$ cat src/hw/rtl/ps2mt_pkg.sv
package ps2mt_pkg;

   // cursor coordinate width and derived arithmetic widths
   localparam int COORD_BITS = 12;
   localparam int SIZE_BITS  = 13;
   localparam int CSR_DATA_BITS = 13;
   localparam int SUM_W = COORD_BITS + 2;
   localparam int LIM_W = (SIZE_BITS > COORD_BITS + 1) ? SIZE_BITS : COORD_BITS + 1;
   localparam int CMP_W = (SUM_W > LIM_W) ? SUM_W : LIM_W;

   // packet header bit positions
   localparam int HDR_LEFT   = 0;
   localparam int HDR_RIGHT  = 1;
   localparam int HDR_MIDDLE = 2;
   localparam int HDR_SYNC   = 3;
   localparam int HDR_X_SIGN = 4;
   localparam int HDR_Y_SIGN = 5;
   localparam int HDR_X_OVF  = 6;
   localparam int HDR_Y_OVF  = 7;

   // configuration register indexes
   typedef enum logic [1:0] {
      REG_FOUR_BYTE_MODE = 2'd0,
      REG_SCREEN_WIDTH   = 2'd1,
      REG_SCREEN_HEIGHT  = 2'd2
   } reg_index_type;

   // completed packet handed from the assembler to the cursor unit
   typedef struct packed {
      logic       done;
      logic [7:0] header;
      logic [7:0] dx_byte;
      logic [7:0] dy_byte;
   } pkt_type;

endpackage

$ cat src/hw/rtl/ps2mt_channels.sv
// input channel: one controller byte per word
interface ps2mt_req_if;
   logic       valid;
   logic       ready;
   logic       from_aux;
   logic [7:0] data_byte;

   modport source (output valid, output from_aux, output data_byte, input ready);
   modport sink   (input valid, input from_aux, input data_byte, output ready);
endinterface

// result channel: cursor position and buttons per word
interface ps2mt_rsp_if;
   logic                             valid;
   logic                             ready;
   logic [ps2mt_pkg::COORD_BITS-1:0] cursor_x;
   logic [ps2mt_pkg::COORD_BITS-1:0] cursor_y;
   logic                             left_pressed;
   logic                             right_pressed;
   logic                             middle_pressed;

   modport source (output valid, output cursor_x, output cursor_y, output left_pressed,
                   output right_pressed, output middle_pressed, input ready);
   modport sink   (input valid, input cursor_x, input cursor_y, input left_pressed,
                   input right_pressed, input middle_pressed, output ready);
endinterface

$ cat src/hw/rtl/ps2mt_assembler.sv
module ps2mt_assembler (
   input  logic                clock,
   input  logic                reset,
   input  logic                step,
   input  logic                four_byte_mode,
   input  logic [7:0]          data_byte,
   output ps2mt_pkg::pkt_type  pkt
);

   logic [1:0] byte_index_ff, byte_index_in;
   logic       discard_ff, discard_in;
   logic [7:0] header_ff, header_in;
   logic [7:0] dx_ff, dx_in;
   logic [7:0] dy_ff, dy_in;
   logic [1:0] index_wrap;
   logic       sync_ok;

   // store the byte in its slot; the fourth (wheel) byte is not tracked
   always_comb begin
      header_in = header_ff;
      dx_in     = dx_ff;
      dy_in     = dy_ff;
      case (byte_index_ff)
         2'd0:    header_in = data_byte;
         2'd1:    dx_in     = data_byte;
         2'd2:    dy_in     = data_byte;
         default: ;
      endcase
   end

   // advance the index modulo the packet length
   always_comb begin
      if (four_byte_mode) begin
         index_wrap = byte_index_ff + 2'd1;
      end else begin
         case (byte_index_ff)
            2'd2:    index_wrap = 2'd0;
            2'd3:    index_wrap = 2'd1;
            default: index_wrap = byte_index_ff + 2'd1;
         endcase
      end
   end

   assign sync_ok = header_in[ps2mt_pkg::HDR_SYNC];

   // next state: a discarded byte only clears the flag, lost sync restarts
   always_comb begin
      byte_index_in = byte_index_ff;
      discard_in    = discard_ff;
      if (discard_ff) begin
         discard_in = 1'b0;
      end else if (!sync_ok) begin
         discard_in    = 1'b1;
         byte_index_in = 2'd0;
      end else begin
         byte_index_in = index_wrap;
      end
   end

   // packet complete and usable
   always_comb begin
      pkt.header  = header_in;
      pkt.dx_byte = dx_in;
      pkt.dy_byte = dy_in;
      pkt.done    = !discard_ff && sync_ok && (index_wrap == 2'd0) &&
                    !header_in[ps2mt_pkg::HDR_X_OVF] && !header_in[ps2mt_pkg::HDR_Y_OVF];
   end

   always_ff @(posedge clock) begin
      if (reset) begin
         byte_index_ff <= 2'd0;
         discard_ff    <= 1'b0;
         header_ff     <= 8'd0;
         dx_ff         <= 8'd0;
         dy_ff         <= 8'd0;
      end else if (step) begin
         byte_index_ff <= byte_index_in;
         discard_ff    <= discard_in;
         if (!discard_ff) begin
            header_ff <= header_in;
            dx_ff     <= dx_in;
            dy_ff     <= dy_in;
         end
      end
   end

   // a pending discard always follows an index restart
   a_discard_idx: assert property (@(posedge clock) disable iff (reset)
      discard_ff |-> byte_index_ff == 2'd0)
      else $error("discard pending with nonzero byte index");

   // a finished packet leaves the index at the packet start
   a_done_idx: assert property (@(posedge clock) disable iff (reset)
      step && pkt.done |=> byte_index_ff == 2'd0 && !discard_ff)
      else $error("packet completed but index not back at start");

endmodule

$ cat src/hw/rtl/ps2mt_cursor.sv
module ps2mt_cursor (
   input  logic                                clock,
   input  logic                                reset,
   input  logic                                step,
   input  ps2mt_pkg::pkt_type                  pkt,
   input  logic [ps2mt_pkg::SIZE_BITS-1:0]     screen_width,
   input  logic [ps2mt_pkg::SIZE_BITS-1:0]     screen_height,
   output logic [ps2mt_pkg::COORD_BITS-1:0]    next_x,
   output logic [ps2mt_pkg::COORD_BITS-1:0]    next_y,
   output logic [2:0]                          next_buttons
);

   localparam int C = ps2mt_pkg::COORD_BITS;
   localparam int SW = ps2mt_pkg::SUM_W;
   localparam int LW = ps2mt_pkg::LIM_W;
   localparam int CW = ps2mt_pkg::CMP_W;

   logic [C-1:0]         pos_x_ff, pos_y_ff;
   logic [2:0]           buttons_ff;
   logic signed [8:0]    dx, dy;
   logic signed [SW-1:0] sum_x, sum_y;

   // clamp a signed position to 0 .. min(max(size,1), 2^C) - 1
   function automatic logic [C-1:0] clamp_axis(input logic signed [SW-1:0] v,
                                                 input logic [ps2mt_pkg::SIZE_BITS-1:0] size);
      logic [LW-1:0] eff;
      logic [LW-1:0] lim;
      eff = (size == '0) ? LW'(1) : LW'(size);
      if (eff > (LW'(1) << C)) eff = LW'(1) << C;
      lim = eff - LW'(1);
      if (v < 0)
         clamp_axis = '0;
      else if (CW'($unsigned(v)) > CW'(lim))
         clamp_axis = lim[C-1:0];
      else
         clamp_axis = v[C-1:0];
   endfunction

   // 9-bit deltas, X added and Y subtracted
   assign dx    = {pkt.header[ps2mt_pkg::HDR_X_SIGN], pkt.dx_byte};
   assign dy    = {pkt.header[ps2mt_pkg::HDR_Y_SIGN], pkt.dy_byte};
   assign sum_x = SW'(signed'({1'b0, pos_x_ff})) + SW'(dx);
   assign sum_y = SW'(signed'({1'b0, pos_y_ff})) - SW'(dy);

   assign next_x       = clamp_axis(sum_x, screen_width);
   assign next_y       = clamp_axis(sum_y, screen_height);
   assign next_buttons = pkt.header[2:0];

   always_ff @(posedge clock) begin
      if (reset) begin
         pos_x_ff   <= '0;
         pos_y_ff   <= '0;
         buttons_ff <= 3'd0;
      end else if (step && pkt.done) begin
         pos_x_ff   <= next_x;
         pos_y_ff   <= next_y;
         buttons_ff <= next_buttons;
      end
   end

   // buttons register mirrors the last accepted header
   a_buttons: assert property (@(posedge clock) disable iff (reset)
      step && pkt.done |=> buttons_ff == $past(pkt.header[2:0]))
      else $error("button state not taken from packet header");

endmodule

$ cat src/hw/rtl/ps2_mouse_packet_cursor_tracker.sv
// PS/2 mouse packet decoder with cursor tracker.
// req_ch carries one controller byte per word (from_aux, data_byte); bytes
// with from_aux low are dropped. Mouse bytes are gathered into 3-byte
// packets, or 4-byte packets when four_byte_mode is set. A header without
// its sync bit restarts assembly and drops the following mouse byte. Each
// complete packet without overflow moves the cursor, clamps it to the
// screen and puts one word on rsp_ch with position and buttons.
// csr_we/csr_index/csr_wdata write four_byte_mode, screen_width and
// screen_height; write them only while no byte is in flight.
// Throughput: one byte per cycle while rsp_ch does not stall. One input
// register and one output register: a byte waits in the input register
// while it is decoded, and its result word is loaded into the output one;
// the cursor state updates along with it, so back-to-back bytes chain with no bubble.
// Reset clears the packet state, centers nothing: cursor at 0,0, buttons
// released, width 1024, height 768, three-byte packets.
// When rsp_ch stalls, the output word holds, the input register fills and
// req_ch.ready drops until the word is taken.
module ps2_mouse_packet_cursor_tracker (
   input  logic                                  clock,
   input  logic                                  reset,
   ps2mt_req_if.sink                             req_ch,
   ps2mt_rsp_if.source                           rsp_ch,
   input  logic                                  csr_we,
   input  logic [1:0]                            csr_index,
   input  logic [ps2mt_pkg::CSR_DATA_BITS-1:0]   csr_wdata
);

   localparam int C = ps2mt_pkg::COORD_BITS;

   logic                               four_byte_mode_ff;
   logic [ps2mt_pkg::SIZE_BITS-1:0]    screen_width_ff, screen_height_ff;
   logic                               s1_valid_ff, s1_aux_ff;
   logic [7:0]                         s1_byte_ff;
   logic                               advance, step;
   ps2mt_pkg::pkt_type                 pkt;
   logic [C-1:0]                       next_x, next_y;
   logic [2:0]                         next_buttons;
   logic                               rsp_valid_ff, rsp_valid_in;
   logic [C-1:0]                       rsp_x_ff, rsp_y_ff;
   logic [2:0]                         rsp_buttons_ff;

   // configuration registers
   always_ff @(posedge clock) begin
      if (reset) begin
         four_byte_mode_ff <= 1'b0;
         screen_width_ff   <= ps2mt_pkg::SIZE_BITS'(1024);
         screen_height_ff  <= ps2mt_pkg::SIZE_BITS'(768);
      end else if (csr_we) begin
         unique case (ps2mt_pkg::reg_index_type'(csr_index))
            ps2mt_pkg::REG_FOUR_BYTE_MODE: four_byte_mode_ff <= csr_wdata[0];
            ps2mt_pkg::REG_SCREEN_WIDTH:   screen_width_ff   <= csr_wdata;
            ps2mt_pkg::REG_SCREEN_HEIGHT:  screen_height_ff  <= csr_wdata;
            default: ;
         endcase
      end
   end

   // handshake: decode moves when the output register is free or draining
   assign advance      = s1_valid_ff && (!rsp_valid_ff || rsp_ch.ready);
   assign step         = advance && s1_aux_ff;
   assign req_ch.ready = !s1_valid_ff || advance;

   // input register
   always_ff @(posedge clock) begin
      if (reset) begin
         s1_valid_ff <= 1'b0;
      end else if (req_ch.ready) begin
         s1_valid_ff <= req_ch.valid;
      end
   end

   always_ff @(posedge clock) begin
      if (req_ch.valid && req_ch.ready) begin
         s1_aux_ff  <= req_ch.from_aux;
         s1_byte_ff <= req_ch.data_byte;
      end
   end

   ps2mt_assembler u_assembler (
      .clock          (clock),
      .reset          (reset),
      .step           (step),
      .four_byte_mode (four_byte_mode_ff),
      .data_byte      (s1_byte_ff),
      .pkt            (pkt)
   );

   ps2mt_cursor u_cursor (
      .clock         (clock),
      .reset         (reset),
      .step          (step),
      .pkt           (pkt),
      .screen_width  (screen_width_ff),
      .screen_height (screen_height_ff),
      .next_x        (next_x),
      .next_y        (next_y),
      .next_buttons  (next_buttons)
   );

   // output register
   assign rsp_valid_in = (rsp_valid_ff && !rsp_ch.ready) || (step && pkt.done);

   always_ff @(posedge clock) begin
      if (reset) begin
         rsp_valid_ff <= 1'b0;
      end else begin
         rsp_valid_ff <= rsp_valid_in;
      end
   end

   always_ff @(posedge clock) begin
      if (step && pkt.done) begin
         rsp_x_ff       <= next_x;
         rsp_y_ff       <= next_y;
         rsp_buttons_ff <= next_buttons;
      end
   end

   assign rsp_ch.valid          = rsp_valid_ff;
   assign rsp_ch.cursor_x       = rsp_x_ff;
   assign rsp_ch.cursor_y       = rsp_y_ff;
   assign rsp_ch.left_pressed   = rsp_buttons_ff[ps2mt_pkg::HDR_LEFT];
   assign rsp_ch.right_pressed  = rsp_buttons_ff[ps2mt_pkg::HDR_RIGHT];
   assign rsp_ch.middle_pressed = rsp_buttons_ff[ps2mt_pkg::HDR_MIDDLE];

   // a new result only appears after a decode step
   a_rsp_source: assert property (@(posedge clock) disable iff (reset)
      $rose(rsp_valid_ff) |-> $past(step && pkt.done))
      else $error("result word without a completed packet");

   // a held input byte is never decoded while the output is stalled
   a_no_decode_stall: assert property (@(posedge clock) disable iff (reset)
      rsp_valid_ff && !rsp_ch.ready |-> !advance)
      else $error("decode while output register is stalled");

endmodule
$ cat src/flat_wrapper.sv
// flat-port wrapper written by rule: the top's interface ports become plain ports
module ps2_mouse_packet_cursor_tracker_flat 
  (clock, reset, csr_we, csr_index, csr_wdata, req_ch_valid, req_ch_from_aux, req_ch_data_byte, req_ch_ready, rsp_ch_valid, rsp_ch_cursor_x, rsp_ch_cursor_y, rsp_ch_left_pressed, rsp_ch_right_pressed, rsp_ch_middle_pressed, rsp_ch_ready);
  ps2mt_req_if req_ch_i ();
  ps2mt_rsp_if rsp_ch_i ();
  input  logic clock;
  input  logic reset;
  input  logic csr_we;
  input  logic [1:0] csr_index;
  input  logic [ps2mt_pkg::CSR_DATA_BITS-1:0] csr_wdata;
  input wire logic [$bits(req_ch_i.valid)-1:0] req_ch_valid;
  input wire logic [$bits(req_ch_i.from_aux)-1:0] req_ch_from_aux;
  input wire logic [$bits(req_ch_i.data_byte)-1:0] req_ch_data_byte;
  output wire logic [$bits(req_ch_i.ready)-1:0] req_ch_ready;
  output wire logic [$bits(rsp_ch_i.valid)-1:0] rsp_ch_valid;
  output wire logic [$bits(rsp_ch_i.cursor_x)-1:0] rsp_ch_cursor_x;
  output wire logic [$bits(rsp_ch_i.cursor_y)-1:0] rsp_ch_cursor_y;
  output wire logic [$bits(rsp_ch_i.left_pressed)-1:0] rsp_ch_left_pressed;
  output wire logic [$bits(rsp_ch_i.right_pressed)-1:0] rsp_ch_right_pressed;
  output wire logic [$bits(rsp_ch_i.middle_pressed)-1:0] rsp_ch_middle_pressed;
  input wire logic [$bits(rsp_ch_i.ready)-1:0] rsp_ch_ready;
  assign req_ch_i.valid = req_ch_valid;
  assign req_ch_i.from_aux = req_ch_from_aux;
  assign req_ch_i.data_byte = req_ch_data_byte;
  assign req_ch_ready = req_ch_i.ready;
  assign rsp_ch_valid = rsp_ch_i.valid;
  assign rsp_ch_cursor_x = rsp_ch_i.cursor_x;
  assign rsp_ch_cursor_y = rsp_ch_i.cursor_y;
  assign rsp_ch_left_pressed = rsp_ch_i.left_pressed;
  assign rsp_ch_right_pressed = rsp_ch_i.right_pressed;
  assign rsp_ch_middle_pressed = rsp_ch_i.middle_pressed;
  assign rsp_ch_i.ready = rsp_ch_ready;
  ps2_mouse_packet_cursor_tracker u_core (.clock(clock), .reset(reset), .req_ch(req_ch_i), .rsp_ch(rsp_ch_i), .csr_we(csr_we), .csr_index(csr_index), .csr_wdata(csr_wdata));
endmodule
$ cat config.mk
export PLATFORM = sky130hd
export DESIGN_NAME = ps2_mouse_packet_cursor_tracker_flat
export DESIGN_NICKNAME = d
export VERILOG_FILES = /design/src/hw/rtl/ps2mt_pkg.sv /design/src/hw/rtl/ps2mt_channels.sv /design/src/hw/rtl/ps2mt_assembler.sv /design/src/hw/rtl/ps2mt_cursor.sv /design/src/hw/rtl/ps2_mouse_packet_cursor_tracker.sv /design/src/flat_wrapper.sv
export SDC_FILE = /design/constraint.sdc
export NUM_CORES = 1
export LEC_CHECK = 0
export BUFFER_PORTS_ARGS = -buffer_cell sky130_fd_sc_hd__buf_2
export CORE_MARGIN = 3
export CORE_UTILIZATION = 50
export DETAILED_ROUTE_END_ITERATION = 10
export GPL_ROUTABILITY_DRIVEN = 1
export PLACE_DENSITY = 0.73
export REMOVE_ABC_BUFFERS = 1
export SLEW_MARGIN = 20
export SYNTH_ARGS = -nofsm -noshare
export SYNTH_HDL_FRONTEND = slang
export SYNTH_SLANG_ARGS = --single-unit
$ cat constraint.sdc
create_clock -name clock -period 8 [get_ports clock]
set_clock_uncertainty 0.15 [all_clocks]
set_input_delay 0.8 -clock clock [delete_from_list [all_inputs] [get_ports clock]]
set_output_delay 0.8 -clock clock [all_outputs]
set_load 0.03 [all_outputs]
# [Word-level counts from Yosys, hierarchy flattened]
# Cells that the tools add are included.
[op_classes] addsub=5 multipliers=0 div=0 n_lt_le_gt_ge=6 n_eq_ne=5 n_shift=0 mux=16 n_bitwise=1 reduce_logical=27
[ops] cell="two-way mux 13 bit" n=4
[ops] cell="two-way mux 12 bit" n=4
[ops] cell="greater-than comparator 14 x 13 -> 1 bit" n=2
[ops] cell="less-than comparator 14 x 1 -> 1 bit (second input constant)" n=2
[ops] cell="greater-than comparator 13 bit (second input constant)" n=2
[ops] cell="logical NOT 13 bit" n=2
[ops] cell="subtractor 13 x 1 -> 13 bit (second input constant)" n=2
[ops] cell="two-way mux 8 bit" n=3
[ops] cell="adder 13 x 9 -> 14 bit" n=1
[ops] cell="subtractor 13 x 9 -> 14 bit" n=1
[ops] cell="logical AND 1 bit" n=9
[ops] cell="AND reduction 2 bit" n=4
[ops] cell="== test 2 bit (second input constant)" n=3
[ops] cell="logical NOT 1 bit" n=6
[ops] cell="logical NOT 2 bit" n=3
[ops] cell="== test 2 x 1 -> 1 bit (second input constant)" n=2
[ops] cell="two-way mux 2 bit" n=2
[ops] cell="one-hot mux 2 bit (2 select lines)" n=1
[ops] cell="logical OR 1 bit" n=3
[ops] cell="adder 2 x 1 -> 2 bit (second input constant)" n=1
[ops] cell="two-way mux 1 bit" n=2
[ops] cell="inverter 1 bit" n=1
[word_totals] ff_bits=116 latchBits=0 mem_bits_rw=0 mem_bits_ro=0 out_inout_bits=29 memories=0

# [Longest topological paths before layout]
[depth] depth_word=9 depth_mapped=22

# [Modules after synthesis]
# Synthesis repeated with hierarchy kept, for this count alone.
[unflattened] cells_unflattened=799 area_unflattened_um2=7343.3
[modules_own_cells] module="ps2mt_cursor" n_inst=1 cells_per_inst=486 area_each_um2=3701.0 seq_area_each_um2=480.5
[modules_own_cells] module="ps2_mouse_packet_cursor_tracker" n_inst=1 cells_per_inst=158 area_each_um2=2328.5 seq_area_each_um2=1661.6
[modules_own_cells] module="ps2mt_assembler" n_inst=1 cells_per_inst=155 area_each_um2=1313.8 seq_area_each_um2=540.5

# [Least setup slack after synthesis]
# OpenSTA, ideal clock, no wires.
[synth_path] path_type="flip-flop to flip-flop" startpoint="reg u_core.u_assembler.byte_index_ff[0]" endpoint="reg u_core.rsp_y_ff[0] (netlist: u_core.rsp_ch.cursor_y[0]) (data pin)" setup_ns=0.274 arrival_ns=4.304 setup_slack_ns=3.272 stages_incl_launch_ff=22 path_buffers=2 synth_period_minus_slack_ns=4.728 cell_sequence="dfxtp_1 inv_1 ha_1 clkbuf_1 mux2_2 ha_1 fa_1 nor2b_1 o31a_1 o31ai_1 nand2_1 a21oi_1 o21ai_0 xnor2_1 ha_1 a2111oi_0 nand2_1 a2111oi_0 nor4_1 buf_2 mux2i_1 nor2b_1"
[synth_lines] element="start, declared" line_no="ps2mt_assembler.sv:10" source="logic [1:0] byte_index_ff, byte_index_in;"
[synth_lines] element="start signal, assigned" line_no="ps2mt_assembler.sv:77" source="byte_index_ff <= byte_index_in;"
[synth_lines] element="end signal, assigned" line_no="ps2_mouse_packet_cursor_tracker.sv:114" source="rsp_y_ff <= next_y;"
[synth_lines] element="end, declared" line_no="ps2_mouse_packet_cursor_tracker.sv:39" source="logic [C-1:0] rsp_x_ff, rsp_y_ff;"

# [Worst setup path after layout]
[layout_path] startpoint="reg u_core.u_assembler.byte_index_ff[0]" endpoint="reg u_core.rsp_y_ff[11] (netlist: u_core.rsp_ch.cursor_y[11]) (data pin)"
[layout_via] elab_chain_cells=6 word_cells_on_any_way=9 classes_between="add/sub (1); order compare (2); eq/ne (1); mux (4); reduce/logical (1)"
[layout_rtl] element="== test 2 bit / logical NOT 2 bit (equally long branches)" line_no="ps2mt_assembler.sv:23" source="case (byte_index_ff)"
[layout_rtl] element="two-way mux 8 bit" line_no="ps2mt_assembler.sv:23"
[layout_rtl] element="subtractor 13 x 9 -> 14 bit *" line_no="ps2mt_cursor.sv:43" source="assign sum_y = SW'(signed'({1'b0, pos_y_ff})) - SW'(dy);"
[layout_rtl] element="greater-than comparator 14 x 13 -> 1 bit" line_no="ps2mt_cursor.sv:33" source="else if (CW'($unsigned(v)) > CW'(lim))"
[layout_rtl] element="two-way mux 12 bit" line_no="ps2mt_cursor.sv:33"
[layout_rtl] element="two-way mux 12 bit *" line_no="ps2mt_cursor.sv:31" source="if (v < 0)"
[layout_rtl] element="net u_core.next_y[11]" line_no="ps2_mouse_packet_cursor_tracker.sv:36" source="logic [C-1:0] next_x, next_y;"
# The timed path passes the listed nets; every way through them passes the cells marked *.
# A chain may end at the register's enable or synchronous reset.

==> results.md <==
- Outcome: complete, no violations
- Pin count of the biggest net entering global routing: between 60 and 70
- Critical-path top delay cell: a2111oi_0
- Area grow syn2layout: 14.47%
- 1st-pass router iterations: 5
- Most used DFF post-synth: dfxtp_1
- CP arrival: 5.66 ns
- Routability congestion estimate: 0.9351
- Max clock buf depth: 2
- Core box area: 0.01351 mm²
- Max-cap violation count: 0
- Synth async-reset ratio: 0%
- Die Ht: 124.7 µm
- Post-cts resize count: 0
- # setup viols final: 0
- Post-synth EDFFs: 36
- Pleak: 3.426 nW
- Hold Crit Class: register to register
- H-tree depth: 4
- Vias in the first global route: between 5k and 6k
- Tcrit/Tclk final: 70.48%
- Yosys warning count: 0
- Post-layout nets: 957
- Hold-fix buffers, CTS: 0
- Clk sink count: about 120
- Clk pin slew, worst setup/hold paths: approximately 0.050 ns
- Initial Util: 52.20%
- Post-CTS setup buffers: 0
- Port bufs: 57
- Slew @ Worst Pin: 1.002 ns
- Seq/Total Area, Yosys: 38.05%
- Num ports: 58
- CP Launch Type: register
- RSZ-0062 raised after global routing: no
- Syn Area/Cell: 8.628 µm²
- Worst skew pair latency: 0.42 ns
- Worst setup EP type: register
- CP required: between 8 and 9 ns
- Gr usage total: between 20% and 30%
- First-pass GRT wire length: 27,270 µm
- Crit path cell chain: inv_1 -> ha_1 -> mux2_2 -> inv_1 -> ha_1 -> a21oi_1 -> o21ai_0 -> a31oi_1 -> and2_1 -> o311a_1 -> ha_1 -> a2111oi_0 -> nand2_1 -> a2111oi_0 -> nor4_2 -> buf_4 -> mux2i_1 -> nor2_1
- Syn Std Cell Area: between 0.007 and 0.008 mm²
- Synth cell types: 61
- DR iter-0 viols: 369
- Antenna viol nets, final: 0
- CTS tree: done
- CP max FO: 11
- Max IR drop VDD: 0.1672 mV
- Routed WL: about 16,000 µm
- Vias per cell: 5.658
- Die Area: 0.01556 mm²
- Share of post-route cells with drive strength above 1: about 15%
- DP HPWL: 12,190 µm
- Final min period: 5.638 ns
- Final WS setup: ~2.4 ns
- Die W: 124.7 µm
- Row count: 42
- Setup Slack @ Placement: 2.503 ns
- Fin Hold WS: 0.3031 ns
- Fin Setup TNS: 0 ns
- Cells after synthesis: 817
- DR WL/cell: around 16 µm
- CP max stage delay: slightly above 0.6 ns
- Root buf cell: clkbuf_16
- Critical setup path kind: register to register
- Grt ovf: 0
- Number of buffers created by CTS: 17
- # DRC: 0
- P per Cell Area: 213.8 mW/mm²
- Peak Freq: 0.1774 GHz
- Slew headroom: 32.58%
- Count of final max-slew check failures: 0
- Diode count: 0
- Final hold violations: 0
- Most common cell on crit path: ha_1
- Routed vias: 5,986
- Initial antenna violation count: 0
- Post-synthesis register bit count: 116
cell families (layout without fill, tap and decap cells):
group | Yosys count | count (layout) | share of synthesized area [%]
mux | 47 | 47 | 6.922
compound gates | 199 | 199 | 17.96
flops | 116 | 116 | 38.05
simple gates | 303 | 303 | 19.76
buf+inv | 72 | 137 | 4.011
fa+ha+maj | 59 | 59 | 10.69
xor+xnor | 21 | 21 | 2.609
placed cells by master (no fill, tap or decap), drive strengths merged, types with 7 or more instances in the layout:
master and n:
xnor2 16, clkbuf 29, a21o 10, o21a 7, mux2i 33, mux2 14
nand2b 9, o21ai 42, nand2 129, nor3 25, ha 57, buf 64
edfxtp 36, nor2b 15, nand3 19, nor4 7, nor2 65, inv 41
a21oi 77, a211oi 20, or3 7, dfxtp 80
synth_stat cells (6+ instances only):
cell type | number | area share, %
xnor2_1 | 16 | 2.0
nand2_1 | 129 | 6.9
clkbuf_1 | 26 | 1.4
o21ai_2 | 10 | 1.2
a21oi_1 | 77 | 5.5
nor4_1 | 7 | 0.62
o21ai_0 | 22 | 1.6
o21ai_1 | 10 | 0.71
inv_1 | 41 | 2.2
a21o_1 | 10 | 1.1
nand2b_1 | 8 | 0.71
ha_1 | 57 | 10
nor2_1 | 65 | 3.5
dfxtp_1 | 80 | 23
or3_1 | 6 | 0.53
a211oi_1 | 20 | 2.1
mux2_2 | 14 | 2.2
mux2i_1 | 33 | 4.7
o21a_1 | 7 | 0.75
nor2b_1 | 15 | 1.3
edfxtp_1 | 36 | 15
nand3_1 | 18 | 1.3
nor3_1 | 25 | 1.8
path summary, 6_finish.rpt:
path | startpoint | to | slack (ns) | depth (start not counted)
worst max-delay path | u_core.u_assembler.byte_index_ff[0] | u_core.rsp_ch.cursor_y[11] | 2.36 | 18
worst min register to register | u_core.u_assembler.dx_ff[1] | u_core.u_assembler.dx_ff[1] | 0.30 | 2
worst max register to register | u_core.u_assembler.byte_index_ff[0] | u_core.rsp_ch.cursor_y[11] | 2.36 | 18
worst min-delay path | u_core.u_assembler.dx_ff[1] | u_core.u_assembler.dx_ff[1] | 0.30 | 2
per-stage QoR:
step | instance area, µm² | utilization, % | power (W) | std cells
CTS | 8069 | 59.75 | 0.001731 | 1058
global route | 8069 | 59.75 | 0.001804 | 1058
global placement | 7493 | 55.48 | 0.001003 | 1026
finish | 8069 | 59.75 | 0.001725 | 1058
detailed placement | 7493 | 55.48 | 0.001008 | 1026
floorplan | 6920 | - | 0.0009130 | 786
where the power goes:
part | total, W | switching, W | internal, W
combinational | 0.000359 | 0.000214 | 0.000144
clock | 0.000721 | 0.000253 | 0.000468
sequential | 0.000645 | 0.0000147 | 0.000631
total | 0.00172 | 0.000482 | 0.00124
layout make-up:
cell class | instances | area [µm²]
Fill cell | 1209 | 5436
Multi-Input combinational cell | 629 | 4099
Sequential cell | 116 | 2683
Clock buffer | 29 | 560.5
Timing Repair Buffer | 64 | 337.8
Tap cell | 176 | 220.2
Inverter | 41 | 153.9
Clock inverter | 3 | 15.01
flip-flops by register name (all words and copies together) (netlist names):
| signal | cells |
|---|---|
| u_core.s1_byte_ff | 8 |
| u_core.s1_valid_ff | 1 |
| u_core.rsp_ch.cursor_x | 12 |
| u_core.screen_height_ff | 13 |
| u_core.u_assembler.byte_index_ff | 2 |
| u_core.u_assembler.dx_ff | 8 |
| u_core.rsp_ch.cursor_y | 12 |
| u_core.u_cursor.pos_x_ff | 12 |
| u_core.u_assembler.discard_ff | 1 |
| u_core.u_assembler.dy_ff | 8 |
| u_core.u_assembler.header_ff | 8 |
| u_core.four_byte_mode_ff | 1 |
| u_core.screen_width_ff | 13 |
| u_core.s1_aux_ff | 1 |
| u_core.rsp_buttons_ff | 3 |
| u_core.u_cursor.pos_y_ff | 12 |
| u_core.rsp_ch.valid | 1 |
per-layer routing:
metal / track usage (%) / up-vias / part of all wire, % / routed length [µm]
met2: 33.11 / 165 / 44 / 7263
met4: 7.028 / 0 / 1.5 / 243
li1: - / 3021 / - / -
met1: 29.23 / 2770 / 49 / 8092
met5: 0 / - / 0 / 0
met3: 5.489 / 30 / 5.4 / 897
critical path, delay by kind of cell, from the launching register on:
kind / cells / cell delay (ns)
flops: 1 / 0.34
compound gates: 6 / 1.87
simple gates: 4 / 0.67
buf+inv: 3 / 0.56
mux: 2 / 0.72
fa+ha+maj: 3 / 1.07
Note: power is estimated with default switching activity, not from simulation.
